**src/hw/rtl/swa_pkg.sv**
```systemverilog
// shared types and constants of the sliding-window arq sender
// used by every module under hw/rtl; no dependencies
package swa_pkg;

  localparam int unsigned IdxW      = 16;
  localparam int unsigned CfgW      = 16;
  localparam int unsigned CfgIdxW   = 1;
  localparam int unsigned AckW      = 4;
  localparam int unsigned SendSeqW  = 4;
  localparam int unsigned StampW    = 32;

  localparam int unsigned WINDOW_DEF     = 8;
  localparam int unsigned SEQ_SPACE_DEF  = 16;
  localparam int unsigned RING_DEPTH_DEF = 16;
  localparam int unsigned AHEAD_LIMIT    = 10;

  localparam logic [CfgW-1:0] SEG_COUNT_RST = 16'd1;
  localparam logic [CfgW-1:0] TIMEOUT_RST   = 16'd2;

  typedef enum logic [1:0] {
    OP_START = 2'd0,
    OP_TICK  = 2'd1,
    OP_ACK   = 2'd2
  } opcode_e;

  typedef enum logic [CfgIdxW-1:0] {
    CFG_SEGMENT_COUNT = 1'd0,
    CFG_TIMEOUT_TICKS = 1'd1
  } cfg_reg_e;

  typedef enum logic [2:0] {
    ST_IDLE,
    ST_TWAIT,
    ST_TCMP,
    ST_SLIDE,
    ST_SEND
  } state_e;

  typedef struct packed {
    logic [CfgW-1:0] segment_count;
    logic [CfgW-1:0] timeout_ticks;
  } cfg_t;

  typedef struct packed {
    logic                fire;
    logic                send_valid;
    logic [IdxW-1:0]     send_index;
    logic [SendSeqW-1:0] send_seq;
    logic                is_resend;
    logic                done_res;
    logic                last;
  } emit_t;

endpackage

```
**src/hw/rtl/sliding_window_arq_sender_core.sv**
```systemverilog
// top level of the sliding-window arq sender: config registers, output register
// depends on swa_pkg and swa_engine
//
// Sender side of a sliding-window ARQ transfer. Each accepted item (start, tick
// or ack) yields one or more results, the final one flagged by last_o; an item
// that commands no send yields a single status result with zero send fields.
// in_stall_o is high while an item is in work and drops once its last result
// is in the output register, so the next item can follow while that result
// waits to be taken. The shared send loop gives one result per cycle while the
// output register can take it; output stalls hold it. A start sends up to
// min(WINDOW, segment_count) segments; a tick on a live transfer first reads
// the stamp memory and compares the timeout, then resends up to WINDOW
// segments; an ack for the base first slides the window over n ring slots (at
// most AHEAD_LIMIT + 1), then sends one new segment per slot slid, so up to
// eleven sends; any other item yields a single status result. Configuration
// must be written only while the block is idle; the block does not enforce it.
module sliding_window_arq_sender_core #(
  parameter int unsigned WINDOW     = swa_pkg::WINDOW_DEF,
  parameter int unsigned SEQ_SPACE  = swa_pkg::SEQ_SPACE_DEF,
  parameter int unsigned RING_DEPTH = swa_pkg::RING_DEPTH_DEF
) (
  input  logic                           clk_i,
  input  logic                           rst_ni,
  input  logic                           cfg_we_i,
  input  logic [swa_pkg::CfgIdxW-1:0]    cfg_index_i,
  input  logic [swa_pkg::CfgW-1:0]       cfg_wdata_i,
  input  logic                           in_valid_i,
  output logic                           in_stall_o,
  input  logic [1:0]                     opcode_i,
  input  logic [swa_pkg::AckW-1:0]       ack_seq_i,
  output logic                           out_valid_o,
  input  logic                           out_stall_i,
  output logic                           send_valid_o,
  output logic [swa_pkg::IdxW-1:0]       send_index_o,
  output logic [swa_pkg::SendSeqW-1:0]   send_seq_o,
  output logic                           is_resend_o,
  output logic                           done_res_o,
  output logic                           last_o
);
  import swa_pkg::*;

  cfg_t  cfg_q;
  emit_t emit;
  logic  idle;
  logic  accept;
  logic  emit_ok;
  logic  out_valid_q;
  emit_t out_q;

  always_ff @(posedge clk_i or negedge rst_ni) begin
    if (!rst_ni) begin
      cfg_q.segment_count <= SEG_COUNT_RST;
      cfg_q.timeout_ticks <= TIMEOUT_RST;
    end else if (cfg_we_i) begin
      case (cfg_reg_e'(cfg_index_i))
        CFG_SEGMENT_COUNT: cfg_q.segment_count <= cfg_wdata_i;
        CFG_TIMEOUT_TICKS: cfg_q.timeout_ticks <= cfg_wdata_i;
        default: begin
        end
      endcase
    end
  end

  assign in_stall_o = !idle;
  assign accept     = in_valid_i && idle;
  assign emit_ok    = !out_valid_q || !out_stall_i;

  swa_engine #(
    .WINDOW     (WINDOW),
    .SEQ_SPACE  (SEQ_SPACE),
    .RING_DEPTH (RING_DEPTH)
  ) u_engine (
    .clk_i     (clk_i),
    .rst_ni    (rst_ni),
    .accept_i  (accept),
    .opcode_i  (opcode_i),
    .ack_seq_i (ack_seq_i),
    .cfg_i     (cfg_q),
    .emit_ok_i (emit_ok),
    .idle_o    (idle),
    .emit_o    (emit)
  );

  // result register, refilled when it is empty or in the cycle its held result is taken
  always_ff @(posedge clk_i or negedge rst_ni) begin
    if (!rst_ni) begin
      out_valid_q <= 1'b0;
    end else if (emit.fire) begin
      out_valid_q <= 1'b1;
    end else if (!out_stall_i) begin
      out_valid_q <= 1'b0;
    end
  end

  always_ff @(posedge clk_i) begin
    if (emit.fire) begin
      out_q <= emit;
    end
  end

  assign out_valid_o  = out_valid_q;
  assign send_valid_o = out_q.send_valid;
  assign send_index_o = out_q.send_index;
  assign send_seq_o   = out_q.send_seq;
  assign is_resend_o  = out_q.is_resend;
  assign done_res_o   = out_q.done_res;
  assign last_o       = out_q.last;

endmodule

```
**src/hw/rtl/swa_stamp_ram.sv**
```systemverilog
// send time stamp store, one entry per ring slot, registered read
// depends on swa_pkg
module swa_stamp_ram #(
  parameter int unsigned DEPTH = swa_pkg::RING_DEPTH_DEF
) (
  input  logic                             clk_i,
  input  logic                             we_i,
  input  logic [$clog2(DEPTH)-1:0]         waddr_i,
  input  logic [swa_pkg::StampW-1:0]       wdata_i,
  input  logic [$clog2(DEPTH)-1:0]         raddr_i,
  output logic [swa_pkg::StampW-1:0]       rdata_o
);
  import swa_pkg::*;

  logic [StampW-1:0] mem_q [DEPTH];
  logic [StampW-1:0] rdata_q;

  always_ff @(posedge clk_i) begin
    if (we_i) begin
      mem_q[waddr_i] <= wdata_i;
    end
  end

  always_ff @(posedge clk_i) begin
    rdata_q <= mem_q[raddr_i];
  end

  assign rdata_o = rdata_q;

endmodule

```
**src/hw/rtl/swa_engine.sv**
```systemverilog
// window sequencer: ack ring, window base, tick counter and send loop
// depends on swa_pkg and swa_stamp_ram
module swa_engine #(
  parameter int unsigned WINDOW     = swa_pkg::WINDOW_DEF,
  parameter int unsigned SEQ_SPACE  = swa_pkg::SEQ_SPACE_DEF,
  parameter int unsigned RING_DEPTH = swa_pkg::RING_DEPTH_DEF
) (
  input  logic                       clk_i,
  input  logic                       rst_ni,
  input  logic                       accept_i,
  input  logic [1:0]                 opcode_i,
  input  logic [swa_pkg::AckW-1:0]   ack_seq_i,
  input  swa_pkg::cfg_t              cfg_i,
  input  logic                       emit_ok_i,
  output logic                       idle_o,
  output swa_pkg::emit_t             emit_o
);
  import swa_pkg::*;

  localparam int unsigned SeqW   = $clog2(SEQ_SPACE);
  localparam int unsigned RingW  = $clog2(RING_DEPTH);
  localparam int unsigned CntMax = (RING_DEPTH > WINDOW) ? RING_DEPTH : WINDOW;
  localparam int unsigned CntW   = $clog2(CntMax + 1);
  localparam int unsigned DW     = ((SeqW > RingW) ? SeqW : RingW) + 1;
  localparam int unsigned XW     = IdxW + 1;

  localparam logic [DW-1:0]     SeqLim  = DW'(SEQ_SPACE);
  localparam logic [DW-1:0]     RingLim = DW'(RING_DEPTH);
  localparam logic [DW-1:0]     AheadLim = DW'(AHEAD_LIMIT);
  localparam logic [SeqW-1:0]   SeqTop  = SeqW'(SEQ_SPACE - 1);
  localparam logic [RingW-1:0]  RingTop = RingW'(RING_DEPTH - 1);
  localparam logic [SeqW:0]     SeqLimW = (SeqW + 1)'(SEQ_SPACE);
  localparam logic [RingW:0]    RingLimW = (RingW + 1)'(RING_DEPTH);

  state_e state_q, state_d;

  logic [IdxW-1:0]       base_q, base_d;
  logic [SeqW-1:0]       base_seq_q, base_seq_d;
  logic [RingW-1:0]      base_ring_q, base_ring_d;
  logic [StampW-1:0]     now_q, now_d;
  logic                  running_q, running_d;
  logic [RING_DEPTH-1:0] acked_q, acked_d;
  logic [XW-1:0]         idx_q, idx_d;
  logic [SeqW-1:0]       seq_q, seq_d;
  logic [RingW-1:0]      ring_q, ring_d;
  logic [CntW-1:0]       cnt_q, cnt_d;
  logic                  resend_q, resend_d;

  logic [StampW-1:0] stamp_rd;
  logic [StampW-1:0] elapsed;
  logic              base_live;
  logic              ack_in_range;
  logic              ack_is_base;
  logic [DW-1:0]     ack_ext, bseq_ext, ack_dist, msum, msum_w;
  logic              mark_ok;
  logic [RingW-1:0]  mark_idx;
  logic [SeqW:0]     seq_w_sum, seq_w;
  logic [RingW:0]    ring_w_sum, ring_w;
  logic              send_empty;
  logic              send_last;
  logic              send_fire;
  logic              slide_step;
  logic              timed_out;
  logic              done_now;
  opcode_e           op;

  assign op = opcode_e'(opcode_i);

  swa_stamp_ram #(
    .DEPTH (RING_DEPTH)
  ) u_stamp (
    .clk_i   (clk_i),
    .we_i    (send_fire),
    .waddr_i (ring_q),
    .wdata_i (now_q),
    .raddr_i (base_ring_q),
    .rdata_o (stamp_rd)
  );

  // ack decode against the base sequence number
  assign base_live    = running_q && (base_q < cfg_i.segment_count);
  assign ack_ext      = DW'(ack_seq_i);
  assign bseq_ext     = DW'(base_seq_q);
  assign ack_in_range = ack_ext < SeqLim;
  assign ack_is_base  = ack_ext == bseq_ext;
  assign ack_dist     = (ack_ext >= bseq_ext) ? (ack_ext - bseq_ext)
                                              : (ack_ext + SeqLim - bseq_ext);
  assign mark_ok      = (ack_dist != '0) && (ack_dist <= AheadLim) && (ack_dist < RingLim);
  assign msum         = DW'(base_ring_q) + ack_dist;
  assign msum_w       = (msum >= RingLim) ? (msum - RingLim) : msum;
  assign mark_idx     = msum_w[RingW-1:0];

  // first index opened by an ack: base plus window, wrapped
  assign seq_w_sum  = {1'b0, base_seq_q} + (SeqW + 1)'(WINDOW);
  assign seq_w      = (seq_w_sum >= SeqLimW) ? (seq_w_sum - SeqLimW) : seq_w_sum;
  assign ring_w_sum = {1'b0, base_ring_q} + (RingW + 1)'(WINDOW);
  assign ring_w     = (ring_w_sum >= RingLimW) ? (ring_w_sum - RingLimW) : ring_w_sum;

  assign elapsed   = now_q - stamp_rd;
  assign timed_out = elapsed > StampW'(cfg_i.timeout_ticks);

  assign slide_step = base_live && acked_q[base_ring_q];
  assign send_empty = (cnt_q == '0) || (idx_q >= XW'(cfg_i.segment_count));
  assign send_last  = send_empty || (cnt_q == CntW'(1)) ||
                      ((idx_q + XW'(1)) >= XW'(cfg_i.segment_count));
  assign send_fire  = (state_q == ST_SEND) && emit_ok_i && !send_empty;
  assign done_now   = running_q && (base_q >= cfg_i.segment_count);

  // next state
  always_comb begin
    state_d = state_q;
    case (state_q)
      ST_IDLE: begin
        if (accept_i) begin
          state_d = ST_SEND;
          if (op == OP_TICK && base_live) begin
            state_d = ST_TWAIT;
          end else if (op == OP_ACK && base_live && ack_in_range && ack_is_base) begin
            state_d = ST_SLIDE;
          end
        end
      end
      ST_TWAIT: state_d = ST_TCMP;
      ST_TCMP:  state_d = ST_SEND;
      ST_SLIDE: begin
        if (!slide_step) begin
          state_d = ST_SEND;
        end
      end
      ST_SEND: begin
        if (emit_ok_i && send_last) begin
          state_d = ST_IDLE;
        end
      end
      default: state_d = ST_IDLE;
    endcase
  end

  // datapath updates
  always_comb begin
    base_d      = base_q;
    base_seq_d  = base_seq_q;
    base_ring_d = base_ring_q;
    now_d       = now_q;
    running_d   = running_q;
    acked_d     = acked_q;
    idx_d       = idx_q;
    seq_d       = seq_q;
    ring_d      = ring_q;
    cnt_d       = cnt_q;
    resend_d    = resend_q;
    case (state_q)
      ST_IDLE: begin
        if (accept_i) begin
          cnt_d    = '0;
          resend_d = 1'b0;
          case (op)
            OP_START: begin
              acked_d     = '0;
              base_d      = '0;
              base_seq_d  = '0;
              base_ring_d = '0;
              running_d   = 1'b1;
              idx_d       = '0;
              seq_d       = '0;
              ring_d      = '0;
              cnt_d       = CntW'(WINDOW);
            end
            OP_TICK: begin
              now_d = now_q + StampW'(1);
            end
            OP_ACK: begin
              if (base_live && ack_in_range) begin
                if (ack_is_base) begin
                  acked_d[base_ring_q] = 1'b1;
                  idx_d  = XW'(base_q) + XW'(WINDOW);
                  seq_d  = seq_w[SeqW-1:0];
                  ring_d = ring_w[RingW-1:0];
                end else if (mark_ok) begin
                  acked_d[mark_idx] = 1'b1;
                end
              end
            end
            default: begin
            end
          endcase
        end
      end
      ST_TCMP: begin
        if (timed_out) begin
          idx_d    = XW'(base_q);
          seq_d    = base_seq_q;
          ring_d   = base_ring_q;
          cnt_d    = CntW'(WINDOW);
          resend_d = 1'b1;
        end
      end
      ST_SLIDE: begin
        if (slide_step) begin
          acked_d[base_ring_q] = 1'b0;
          base_d      = base_q + IdxW'(1);
          base_seq_d  = (base_seq_q == SeqTop) ? '0 : base_seq_q + SeqW'(1);
          base_ring_d = (base_ring_q == RingTop) ? '0 : base_ring_q + RingW'(1);
          cnt_d       = cnt_q + CntW'(1);
        end
      end
      ST_SEND: begin
        if (send_fire) begin
          idx_d  = idx_q + XW'(1);
          seq_d  = (seq_q == SeqTop) ? '0 : seq_q + SeqW'(1);
          ring_d = (ring_q == RingTop) ? '0 : ring_q + RingW'(1);
          cnt_d  = cnt_q - CntW'(1);
        end
      end
      default: begin
      end
    endcase
  end

  always_ff @(posedge clk_i or negedge rst_ni) begin
    if (!rst_ni) begin
      state_q     <= ST_IDLE;
      base_q      <= '0;
      base_seq_q  <= '0;
      base_ring_q <= '0;
      now_q       <= '0;
      running_q   <= 1'b0;
      acked_q     <= '0;
      cnt_q       <= '0;
      resend_q    <= 1'b0;
    end else begin
      state_q     <= state_d;
      base_q      <= base_d;
      base_seq_q  <= base_seq_d;
      base_ring_q <= base_ring_d;
      now_q       <= now_d;
      running_q   <= running_d;
      acked_q     <= acked_d;
      cnt_q       <= cnt_d;
      resend_q    <= resend_d;
    end
  end

  always_ff @(posedge clk_i) begin
    idx_q  <= idx_d;
    seq_q  <= seq_d;
    ring_q <= ring_d;
  end

  assign idle_o = state_q == ST_IDLE;

  always_comb begin
    emit_o.fire       = (state_q == ST_SEND) && emit_ok_i;
    emit_o.send_valid = !send_empty;
    emit_o.send_index = send_empty ? '0 : idx_q[IdxW-1:0];
    emit_o.send_seq   = send_empty ? '0 : seq_q[SendSeqW-1:0];
    emit_o.is_resend  = !send_empty && resend_q;
    emit_o.done_res   = done_now;
    emit_o.last       = send_last;
  end

endmodule

```
**config.mk**
```make
export PLATFORM = sky130hd
export DESIGN_NAME = sliding_window_arq_sender_core
export DESIGN_NICKNAME = d
export VERILOG_FILES = /design/src/hw/rtl/swa_pkg.sv /design/src/hw/rtl/sliding_window_arq_sender_core.sv /design/src/hw/rtl/swa_stamp_ram.sv /design/src/hw/rtl/swa_engine.sv
export SDC_FILE = /design/constraint.sdc
export NUM_CORES = 1
export LEC_CHECK = 0
export BUFFER_PORTS_ARGS = -buffer_cell sky130_fd_sc_hd__buf_2
export CORE_UTILIZATION = 52
export CTS_CLUSTER_SIZE = 8
export DETAILED_ROUTE_END_ITERATION = 12
export GPL_TIMING_DRIVEN = 0
export PLACE_DENSITY_LB_ADDON = 0.25
export SETUP_SLACK_MARGIN = 0.05
export SKIP_LAST_GASP = 1
export SYNTH_ARGS = -nofsm -noshare
export SYNTH_HDL_FRONTEND = slang
export SYNTH_HIERARCHICAL = 1
export SYNTH_SLANG_ARGS = --single-unit
```
**constraint.sdc**
```tcl
create_clock -name clk_i -period 15.96 [get_ports clk_i]
set_clock_uncertainty 0.15 [all_clocks]
set_input_delay 0 -clock clk_i [delete_from_list [all_inputs] [get_ports clk_i]]
set_output_delay 0 -clock clk_i [all_outputs]
set_load 0.02 [all_outputs]
```
## Word level (Yosys, flattened, before mapping)

Memories as Yosys holds them, arrays and structs flattened. A register that Yosys moved wholly into a read port is not among the register bits.
Cells that the tools add are included.

| operators by class | value |
|---|---|
| $lt $le $gt $ge | 16 |
| equality and inequality tests | 24 |
| mux-type cells | 71 |
| add/subtract/negate cells | 20 |
| reductions and logical operators | 43 |
| bitwise logic cells | 5 |

Operator list:

| kind | number |
|---|---|
| 2-to-1 mux 16 bit | 8 |
| one-hot mux 16 bit (2 select lines) | 3 |
| 2-to-1 mux 4 bit | 22 |
| 2-to-1 mux 17 bit | 5 |
| one-hot mux 17 bit (3 select lines) | 1 |
| greater-or-equal comparator 17 x 16 -> 1 bit | 2 |
| one-hot mux 17 bit (2 select lines) | 1 |
| adder 32 x 1 -> 32 bit, second input constant | 1 |
| greater-than comparator 32 x 16 -> 1 bit | 1 |
| bitwise OR 16 bit | 2 |
| one-hot mux 4 bit (2 select lines) | 4 |
| subtractor 32 bit | 1 |
| 2-to-1 mux 5 bit | 5 |
| one-hot mux 4 bit (3 select lines) | 2 |
| one-hot mux 5 bit (4 select lines) | 1 |
| adder 16 x 4 -> 17 bit, second input constant | 1 |
| adder 17 x 1 -> 17 bit, second input constant | 1 |
| logical AND 1 bit | 17 |
| adder 16 x 1 -> 16 bit, second input constant | 1 |
| adder 4 x 1 -> 4 bit, second input constant | 4 |
| bitwise AND 16 bit | 1 |
| == test 4 bit, second input constant | 4 |
| greater-or-equal comparator 16 bit | 1 |
| < comparator 16 bit | 1 |
| other kinds (50) | 89 |

| storage, ports and cells | value |
|---|---|
| bits in writable memories | 512 |
| memories kept | 1 |
| register bits after elaboration | 164 |
| input bits | 28 |

Memories:

| name | words | width | rd ports | clocked after Yosys merged registers in | wr ports | RTL line | text |
|---|---|---|---|---|---|---|---|
| u_engine.u_stamp.mem_q | 16 | 32 | 1 | 1 | 1 | swa_stamp_ram.sv:15 | `logic [StampW-1:0] mem_q [DEPTH];` |

## Depth between registers and ports, before layout

Gate-level depths: netlist of run 1.

| logic depth | value |
|---|---|
| depth in word-level cells | 17 |
| mapped depth | 22 |
| gate-level depth less buffers | 21 |

## By module

Netlist of run 1, hierarchy kept.

Modules (own cells, without submodules):

| module | cells each | area each (um^2) | instances |
|---|---|---|---|
| swa_stamp_ram | 838 | 19,835.3 | 1 |
| swa_engine | 1,223 | 10,157.2 | 1 |
| sliding_window_arq_sender_core | 98 | 2,015.7 | 1 |

## Worst setup path before layout of run 1

Ideal clock, no wire load.

| path | value |
|---|---|
| path type | register -> register |
| start | register u_engine.now_q[3] |
| end | register u_engine.idx_q[0] (enable) |
| setup slack | 10,120 ps |
| library setup time | 446 ps |
| clock period less this slack | 5,840 ps |
| required time | 15,364 ps |
| buffers on the path | 0 |
| arrival | 5,245 ps |
| stages on the path, launching flop included | 19 |
| path through | dfrtp_1 ha_1 a21o_1 a21oi_1 nand2_1 a21o_1 a21o_1 a21oi_1 o21bai_1 xor2_1 ha_1 nand4_1 a2111oi_0 o31ai_1 o2111ai_1 a211oi_2 nand4_1 nor4_2 a211oi_1 |

| on the way | value |
|---|---|
| cells in the longest elaborated chain, start to end | 4 |

RTL lines:

| element | RTL line | text |
|---|---|---|
| from (decl) | swa_engine.sv:40 | `logic [StampW-1:0] now_q, now_d;` |
| from (signal assigned) | swa_engine.sv:236 | `now_q <= now_d;` |
| subtractor 32 bit | swa_engine.sv:99 | `assign elapsed = now_q - stamp_rd;` |
| greater-than comparator 32 x 16 -> 1 bit | swa_engine.sv:100 | `assign timed_out = elapsed > StampW'(cfg_i.timeout_ticks);` |
| inequality test 2 x 1 -> 1 bit (no line) | n/a |  |
| AND reduction 7 bit (no line) | n/a |  |
| to (signal assigned) | swa_engine.sv:245 | `idx_q <= idx_d;` |
| to (decl) | swa_engine.sv:43 | `logic [XW-1:0] idx_q, idx_d;` |

No other way between the ends.
A chain may end at the register's enable or synchronous reset.

## Worst setup path in the final report of run 1

| path | value |
|---|---|
| start | register u_engine.now_q[3] |
| end | register u_engine.idx_q[1] (enable) |

The elaborated chain is that of the path after synthesis.

==> results of run 1 <==
area by class of cell:
type | instances | area, µm² | share of cell area
Tap cell | 782 | 978 | 0.0265
Timing Repair Buffer | 114 | 1070 | 0.0289
Multi-Input combinational cell | 1257 | 10900 | 0.296
Clock inverter | 7 | 136 | 0.00369
Buffer | 90 | 442 | 0.0119
Antenna cell | 1 | 2.50 | 0.0000677
Inverter | 104 | 390 | 0.0106
Sequential cell | 708 | 20400 | 0.551
Clock buffer | 155 | 2670 | 0.0721
through the flow:
stage | instances | setup slack, ps | util
floorplan | 2159 | 10120 | -
global placement | 2994 | 7090 | 0.549
detailed placement | 3022 | 10010 | 0.558
CTS | 3217 | 9970 | 0.610
global route | 3217 | 9560 | 0.610
finish | 3218 | 9910 | 0.610
state kept, by name, summed over array words and instances, names as in the netlist, 5 cells and up:
name,cells
u_engine/u_stamp/mem_q,512
cfg_q,32
u_engine/now_q,32
u_engine/u_stamp/rdata_o,32
u_engine/idx_q,17
send_index_o,16
u_engine/acked_q,16
u_engine/base_q,16
u_engine/cnt_q,5
cells by family after synthesis:
kind of cell | after synthesis | share of synthesized area
flops | 708 | 0.636
simple gates | 484 | 0.0747
compound gates | 397 | 0.0848
buf+inv | 194 | 0.0260
mux | 168 | 0.107
fa+ha+maj | 119 | 0.0472
xor+xnor | 89 | 0.0244
worst min-delay path by stage:
| stage | endpoint |
|---|---|
| global placement | cfg_q[17]$_DFFE_PN0P_ |
| CTS | cfg_q[30]$_DFFE_PN0P_ |
| finish | cfg_q[26]$_DFFE_PN0P_ |
| floorplan | cfg_q[0]$_DFFE_PN0P_ |
| detailed placement | cfg_q[21]$_DFFE_PN0P_ |
| global route | cfg_q[23]$_DFFE_PN0P_ |
power by group:
| part | switching, µW | internal, µW | total (µW) |
|---|---|---|---|
| clock | 765 | 1140 | 1900 |
| combinational | 841 | 552 | 1390 |
| sequential | 130 | 2180 | 2310 |
cells in the final DEF, fill, tap and decap left out, drive strengths merged, types with 22 or more instances in the layout:
cell type,Yosys,final
edfxtp,561,561
clkbuf,43,198
nand2,139,139
mux4,132,132
buf,47,129
nor2,118,118
ha,116,116
dfrtp,113,113
inv,104,108
a21oi,95,95
a22oi,71,71
o21ai,65,65
xnor2,57,57
nand3,48,48
and2,36,36
dlygate4sd3,0,32
xor2,32,32
a21o,32,32
dfxtp,32,32
mux2,32,32
nand4,29,29
o21a,22,22
and3,22,22
tightest hold or removal path, cell delays in order:
cell and delay, ps:
dlygate4sd3_1 520, buf_2 150, mux2_4 140
repair_timing:
action | in CTS | in global routing
hold endpoints to repair | 191 | 0
setup endpoints to repair | 0 | 0
hold buffers | 33 | 0
routing by layer:
| metal | share of wire | GRT usage | wire (µm) |
|---|---|---|---|
| met1 | 0.42 | 0.335 | 32600 |
| met3 | 0.057 | 0.0432 | 4480 |
| met4 | 0.033 | 0.0899 | 2580 |
| met2 | 0.49 | 0.428 | 38700 |
| met5 | 0 | 0 | 0 |
==> impl_metrics.json, run 1 <==
{
  "viasPerCell": 6.11,
  "worstPathCellList": "ha_1 > a21o_1 > a21oi_1 > nand2_1 > a21o_1 > a21o_1 > a21oi_1 > o21bai_1 > xor2_1 > ha_1 > nand4_1 > or4_1 > nor2b_1 > a22oi_1 > o2111ai_1 > a211oi_2 > nand4_1 > nor4_2 > a211oi_4 > buf_16",
  "synth_cells": 2159,
  "outcome": "finished, final reports clean",
  "synth_top_area_cell": "edfxtp_1",
  "setup_viol": 0,
  "end_kind": "register",
  "yosys.cell_types.count": 87,
  "leakage_uw": 0.0135,
  "drv_cap": 0,
  "cpPeakStageDelay_ps": 750,
  "cp.required_ps": 16210,
  "clock_sinks": 708,
  "crit_fanout": 21,
  "critical_path.endpoint": "u_engine/idx_q[1]$_DFFE_PP_",
  "areaGrowthSynthToFinish_pct": 15.5,
  "grt_usage": 0.254,
  "crit_path_frequent_cell": "a21o_1",
  "synth-seq-cells": 708,
  "routedWlPerCell_um": 24.3,
  "antenna_found_initial": 0,
  "drcViolationCount": 0,
  "core_mm2": 0.0606,
  "max_freq_mhz": 165,
  "worst_r2r_path_depth": 20,
  "ys.flop_type": "edfxtp_1",
  "synth_area_mm2": 0.0320,
  "yosysSeqAreaShare": 0.636,
  "syn_nets": 2306,
  "dpl.hpwl_um": 53100,
  "total_power_uw": 5610,
  "relSlewSlack": 0.229,
  "die_w_um": 250,
  "vias": 19673,
  "reg2reg_from": "u_engine/now_q[3]$_DFFE_PN0P_",
  "dr.pass1.iters": 6,
  "cts_max_path_buffers": 3,
  "cp.arrival_ps": 6300,
  "nets": 2520,
  "holdWs_ps": 43.4,
  "clkLatencyLatePin_ps": 680,
  "holdPathStages": 3,
  "grt_pass1_vias": 20241,
  "criticalPathCategory": "register to register",
  "synthArstFlopShare": 0.162,
  "grt_setup_unrepaired": "no",
  "rows": 90,
  "dieArea_mm2": 0.0626,
  "clkTransAtPathRegs_ps": 50,
  "synth_most_common_cell": "edfxtp_1",
  "hold_viol": 0,
  "drtAntennaViolNets": 0,
  "r2r-end": "u_engine/idx_q[1]$_DFFE_PP_",
  "synth.area.top_cells": "edfxtp_1 53%, mux4_2 9.3%, dfrtp_1 8.8%",
  "place_area_mm2": 0.0338,
  "min_path_type": "input port to register",
  "cts_resized": 0,
  "critical_path_depth": 20,
  "cts_tree": "built",
  "setup_tns_ps": 0,
  "die_h_um": 250,
  "initial_core_util": 0.528,
  "synth_common_cells": "561 x edfxtp_1, 137 x nand2_1, 132 x mux4_2",
  "io_pins": 54,
  "min_period_ps": 6050,
  "crit_path_start": "u_engine/now_q[3]$_DFFE_PN0P_",
  "numCtsBuffers": 98,
  "syn_avg_cell_area_um2": 14.8,
  "yosysWarningCount": 6,
  "powerDensity_mw_per_mm2": 152,
  "vdd.ir_drop.worst_mv": 0.0956,
  "worst_pin_slew_ps": 1160,
  "worstPathBufferInverterCount": 1,
  "stdcell_area_mm2": 0.0370,
  "cp_top_family": "compound AO/OA/AOI/OAI gates",
  "r2r_slack_ps": 9910,
  "num-fill-cells": 4501,
  "clockRootBuffer": "clkbuf_16",
  "post-cts-setup-buffers": 0,
  "drtIter0Drc": 1810,
  "synth_top_area_frac": 0.526,
  "cp_slowest_cell": "dfrtp_1",
  "grt_first_pass_wirelength_um": 119000,
  "hold_start": "cfg_wdata_i[10]",
  "synth_edf_count": 561,
  "portBuffers": 53,
  "grt_overflow": 0,
  "grt_max_degree": 61,
  "drive_gt1_frac": 0.175,
  "cp-start-kind": "register",
  "htree_levels": 3,
  "finalCritPeriodShare": 0.379,
  "routed_wl_um": 78300,
  "gp_congestion": 0.914,
  "slew_violations": 0
}
Power figures use the tool's default switching activity.
==> run 2: changes to the inputs <==
clock period = 5.9 ns   (was 15.96 ns; I/O delays follow)
==> run 2 against run 1 <==
Fmax rose by 7.8%. Count of clock-buffer cells in the layout unchanged. Worst setup slack lost 9600 ps. Sequential share of layout area is essentially flat. Critical endpoint unchanged. Largest power group unchanged. Highest routed layer unchanged.
==> impl_metrics.json, run 2 (synthesis results as in run 1) <==
{
  "vdd.ir_drop.worst_mv": 0.259,
  "clock_sinks": 708,
  "total_power_uw": 15300,
  "min_path_type": "input port to register",
  "clkTransAtPathRegs_ps": 50,
  "regArea_mm2": 0.0204,
  "finalCritPeriodShare": 0.951,
  "num-fill-cells": 4503,
  "grt_first_pass_wirelength_um": 120000,
  "die_w_um": 250,
  "layout_common_cells": "561 x edfxtp_1, 137 x nand2_1, 132 x mux4_2, 116 x ha_1, 109 x dfrtp_1",
  "grt_usage": 0.255,
  "viasPerCell": 6.08,
  "die_h_um": 250,
  "cp-start-kind": "register",
  "crit_fanout": 20,
  "powerDensity_mw_per_mm2": 413,
  "rows": 90,
  "areaGrowthSynthToFinish_pct": 15.6,
  "criticalPathCategory": "register to register",
  "max_freq_mhz": 178,
  "drv_cap": 0,
  "cts_tree": "built",
  "largest_register_ffs": 512,
  "grt_overflow": 0,
  "numCtsBuffers": 98,
  "antenna_found_initial": 0,
  "leakage_uw": 0.0135,
  "stdcell_area_mm2": 0.0370,
  "clkLatencyLatePin_ps": 680,
  "core_mm2": 0.0606,
  "multi_input_area_mm2": 0.0109,
  "setup_ws_ps": 287,
  "routed_wl_um": 78400,
  "initial_core_util": 0.528,
  "drive_gt1_frac": 0.177,
  "min_period_ps": 5610,
  "dp_slack_ps": -45.8,
  "hold_viol": 0,
  "diodes": 0,
  "cts_max_path_buffers": 3,
  "htree_levels": 3,
  "gp_congestion": 0.914,
  "cp.required_ps": 6110,
  "dpl.hpwl_um": 53100,
  "grt_pass1_vias": 20264,
  "routedWlPerCell_um": 24.4,
  "outcome": "finished, final reports clean",
  "slew_violations": 0,
  "dieArea_mm2": 0.0626,
  "setup_viol": 0,
  "clockRootBuffer": "clkbuf_16",
  "worst_pin_slew_ps": 1160,
  "grt_setup_unrepaired": "no",
  "relSlewSlack": 0.229,
  "vias": 19580,
  "io_pins": 54,
  "nets": 2521,
  "drcViolationCount": 0,
  "grt_max_degree": 61,
  "place_area_mm2": 0.0338,
  "drtIter0Drc": 1808,
  "dr.pass1.iters": 7,
  "end_kind": "register",
  "portBuffers": 53,
  "final_common_cell": "edfxtp_1",
  "top_register": "u_engine/u_stamp/mem_q",
  "setup_tns_ps": 0,
  "drtAntennaViolNets": 0,
  "cp.arrival_ps": 5820
}
-- run 2: cell count changes in the layout (fill, tap and decap cells not counted), sizes merged --
cell	delta
buf	+1
diode	-1
-- run 2: path summary, 6_finish.rpt --
kind,from,endpoint,slack [ps],cells after the start
max,u_engine/now_q[8]$_DFFE_PN0P_,u_engine/idx_q[1]$_DFFE_PP_,290,18
min,cfg_wdata_i[10],cfg_q[26]$_DFFE_PN0P_,40,3
max reg2reg,u_engine/now_q[8]$_DFFE_PN0P_,u_engine/idx_q[1]$_DFFE_PP_,290,18
min reg2reg,u_engine/acked_q[5]$_DFFE_PN0P_,u_engine/acked_q[5]$_DFFE_PN0P_,350,2
max in group asynchronous,rst_ni,u_engine/acked_q[11]$_DFFE_PN0P_,4970,4
min in group asynchronous,rst_ni,cfg_q[22]$_DFFE_PN0P_,280,4
-- run 2: critical path, cell delays in order (launching register included) --
cell       delay (ps)
dfrtp_1           770
ha_1              410
a21o_1            220
a311oi_1          330
o21ba_2           200
a21oi_1           100
nor2_1            120
xnor2_1           130
ha_1              320
nand4_1           160
a2111oi_0         650
o31ai_1           230
o2111ai_1         170
a211oi_2           70
nand4_1           170
nor4_4             60
buf_4             180
a211oi_4          600
buf_16            230
-- run 2: cell type report --
| type | instances | area share |
|---|---|---|
| clock inverters | 7 | 0.00369 |
| inverters | 104 | 0.0105 |
| well taps | 782 | 0.0264 |
| plain buffers | 90 | 0.0119 |
| clock buffers | 155 | 0.0721 |
| repair buffers | 115 | 0.0291 |
| multi-input cells | 1257 | 0.296 |
| flip-flops and latches | 708 | 0.551 |
-- run 2: where the power goes --
group          internal, µW  switching [µW]  total [µW]
combinational          1550            2350        3900
sequential             5910             352        6260
clock                  3070            2060        5130
-- run 2: stage by stage --
| stage | util | instances | hold WS (ps) |
|---|---|---|---|
| floorplan | - | 2159 | -446 |
| global placement | 0.549 | 2994 | 111 |
| detailed placement | 0.558 | 3022 | -135 |
| CTS | 0.611 | 3217 | 0.937 |
| global route | 0.611 | 3218 | 43.6 |
| finish | 0.611 | 3218 | 41.1 |
-- run 2: timing repair --
| action | in CTS | in global routing |
|---|---|---|
| gates cloned | 0 | 0 |
| endpoints found under the hold margin | 191 | 0 |
| endpoints found under the setup margin | 17 | 30 |
| resized for setup | 1 | 5 |
| hold buffers | 33 | 0 |
| buffers inserted | 0 | 1 |
| pin swaps | 0 | 2 |
-- run 2: metal layers --
metal	part of all wire	track usage	up-vias
li1	-	-	8787
met1	0.42	0.335	9977
met2	0.49	0.428	664
met3	0.057	0.0436	152
met4	0.035	0.0924	0
met5	0	0	-
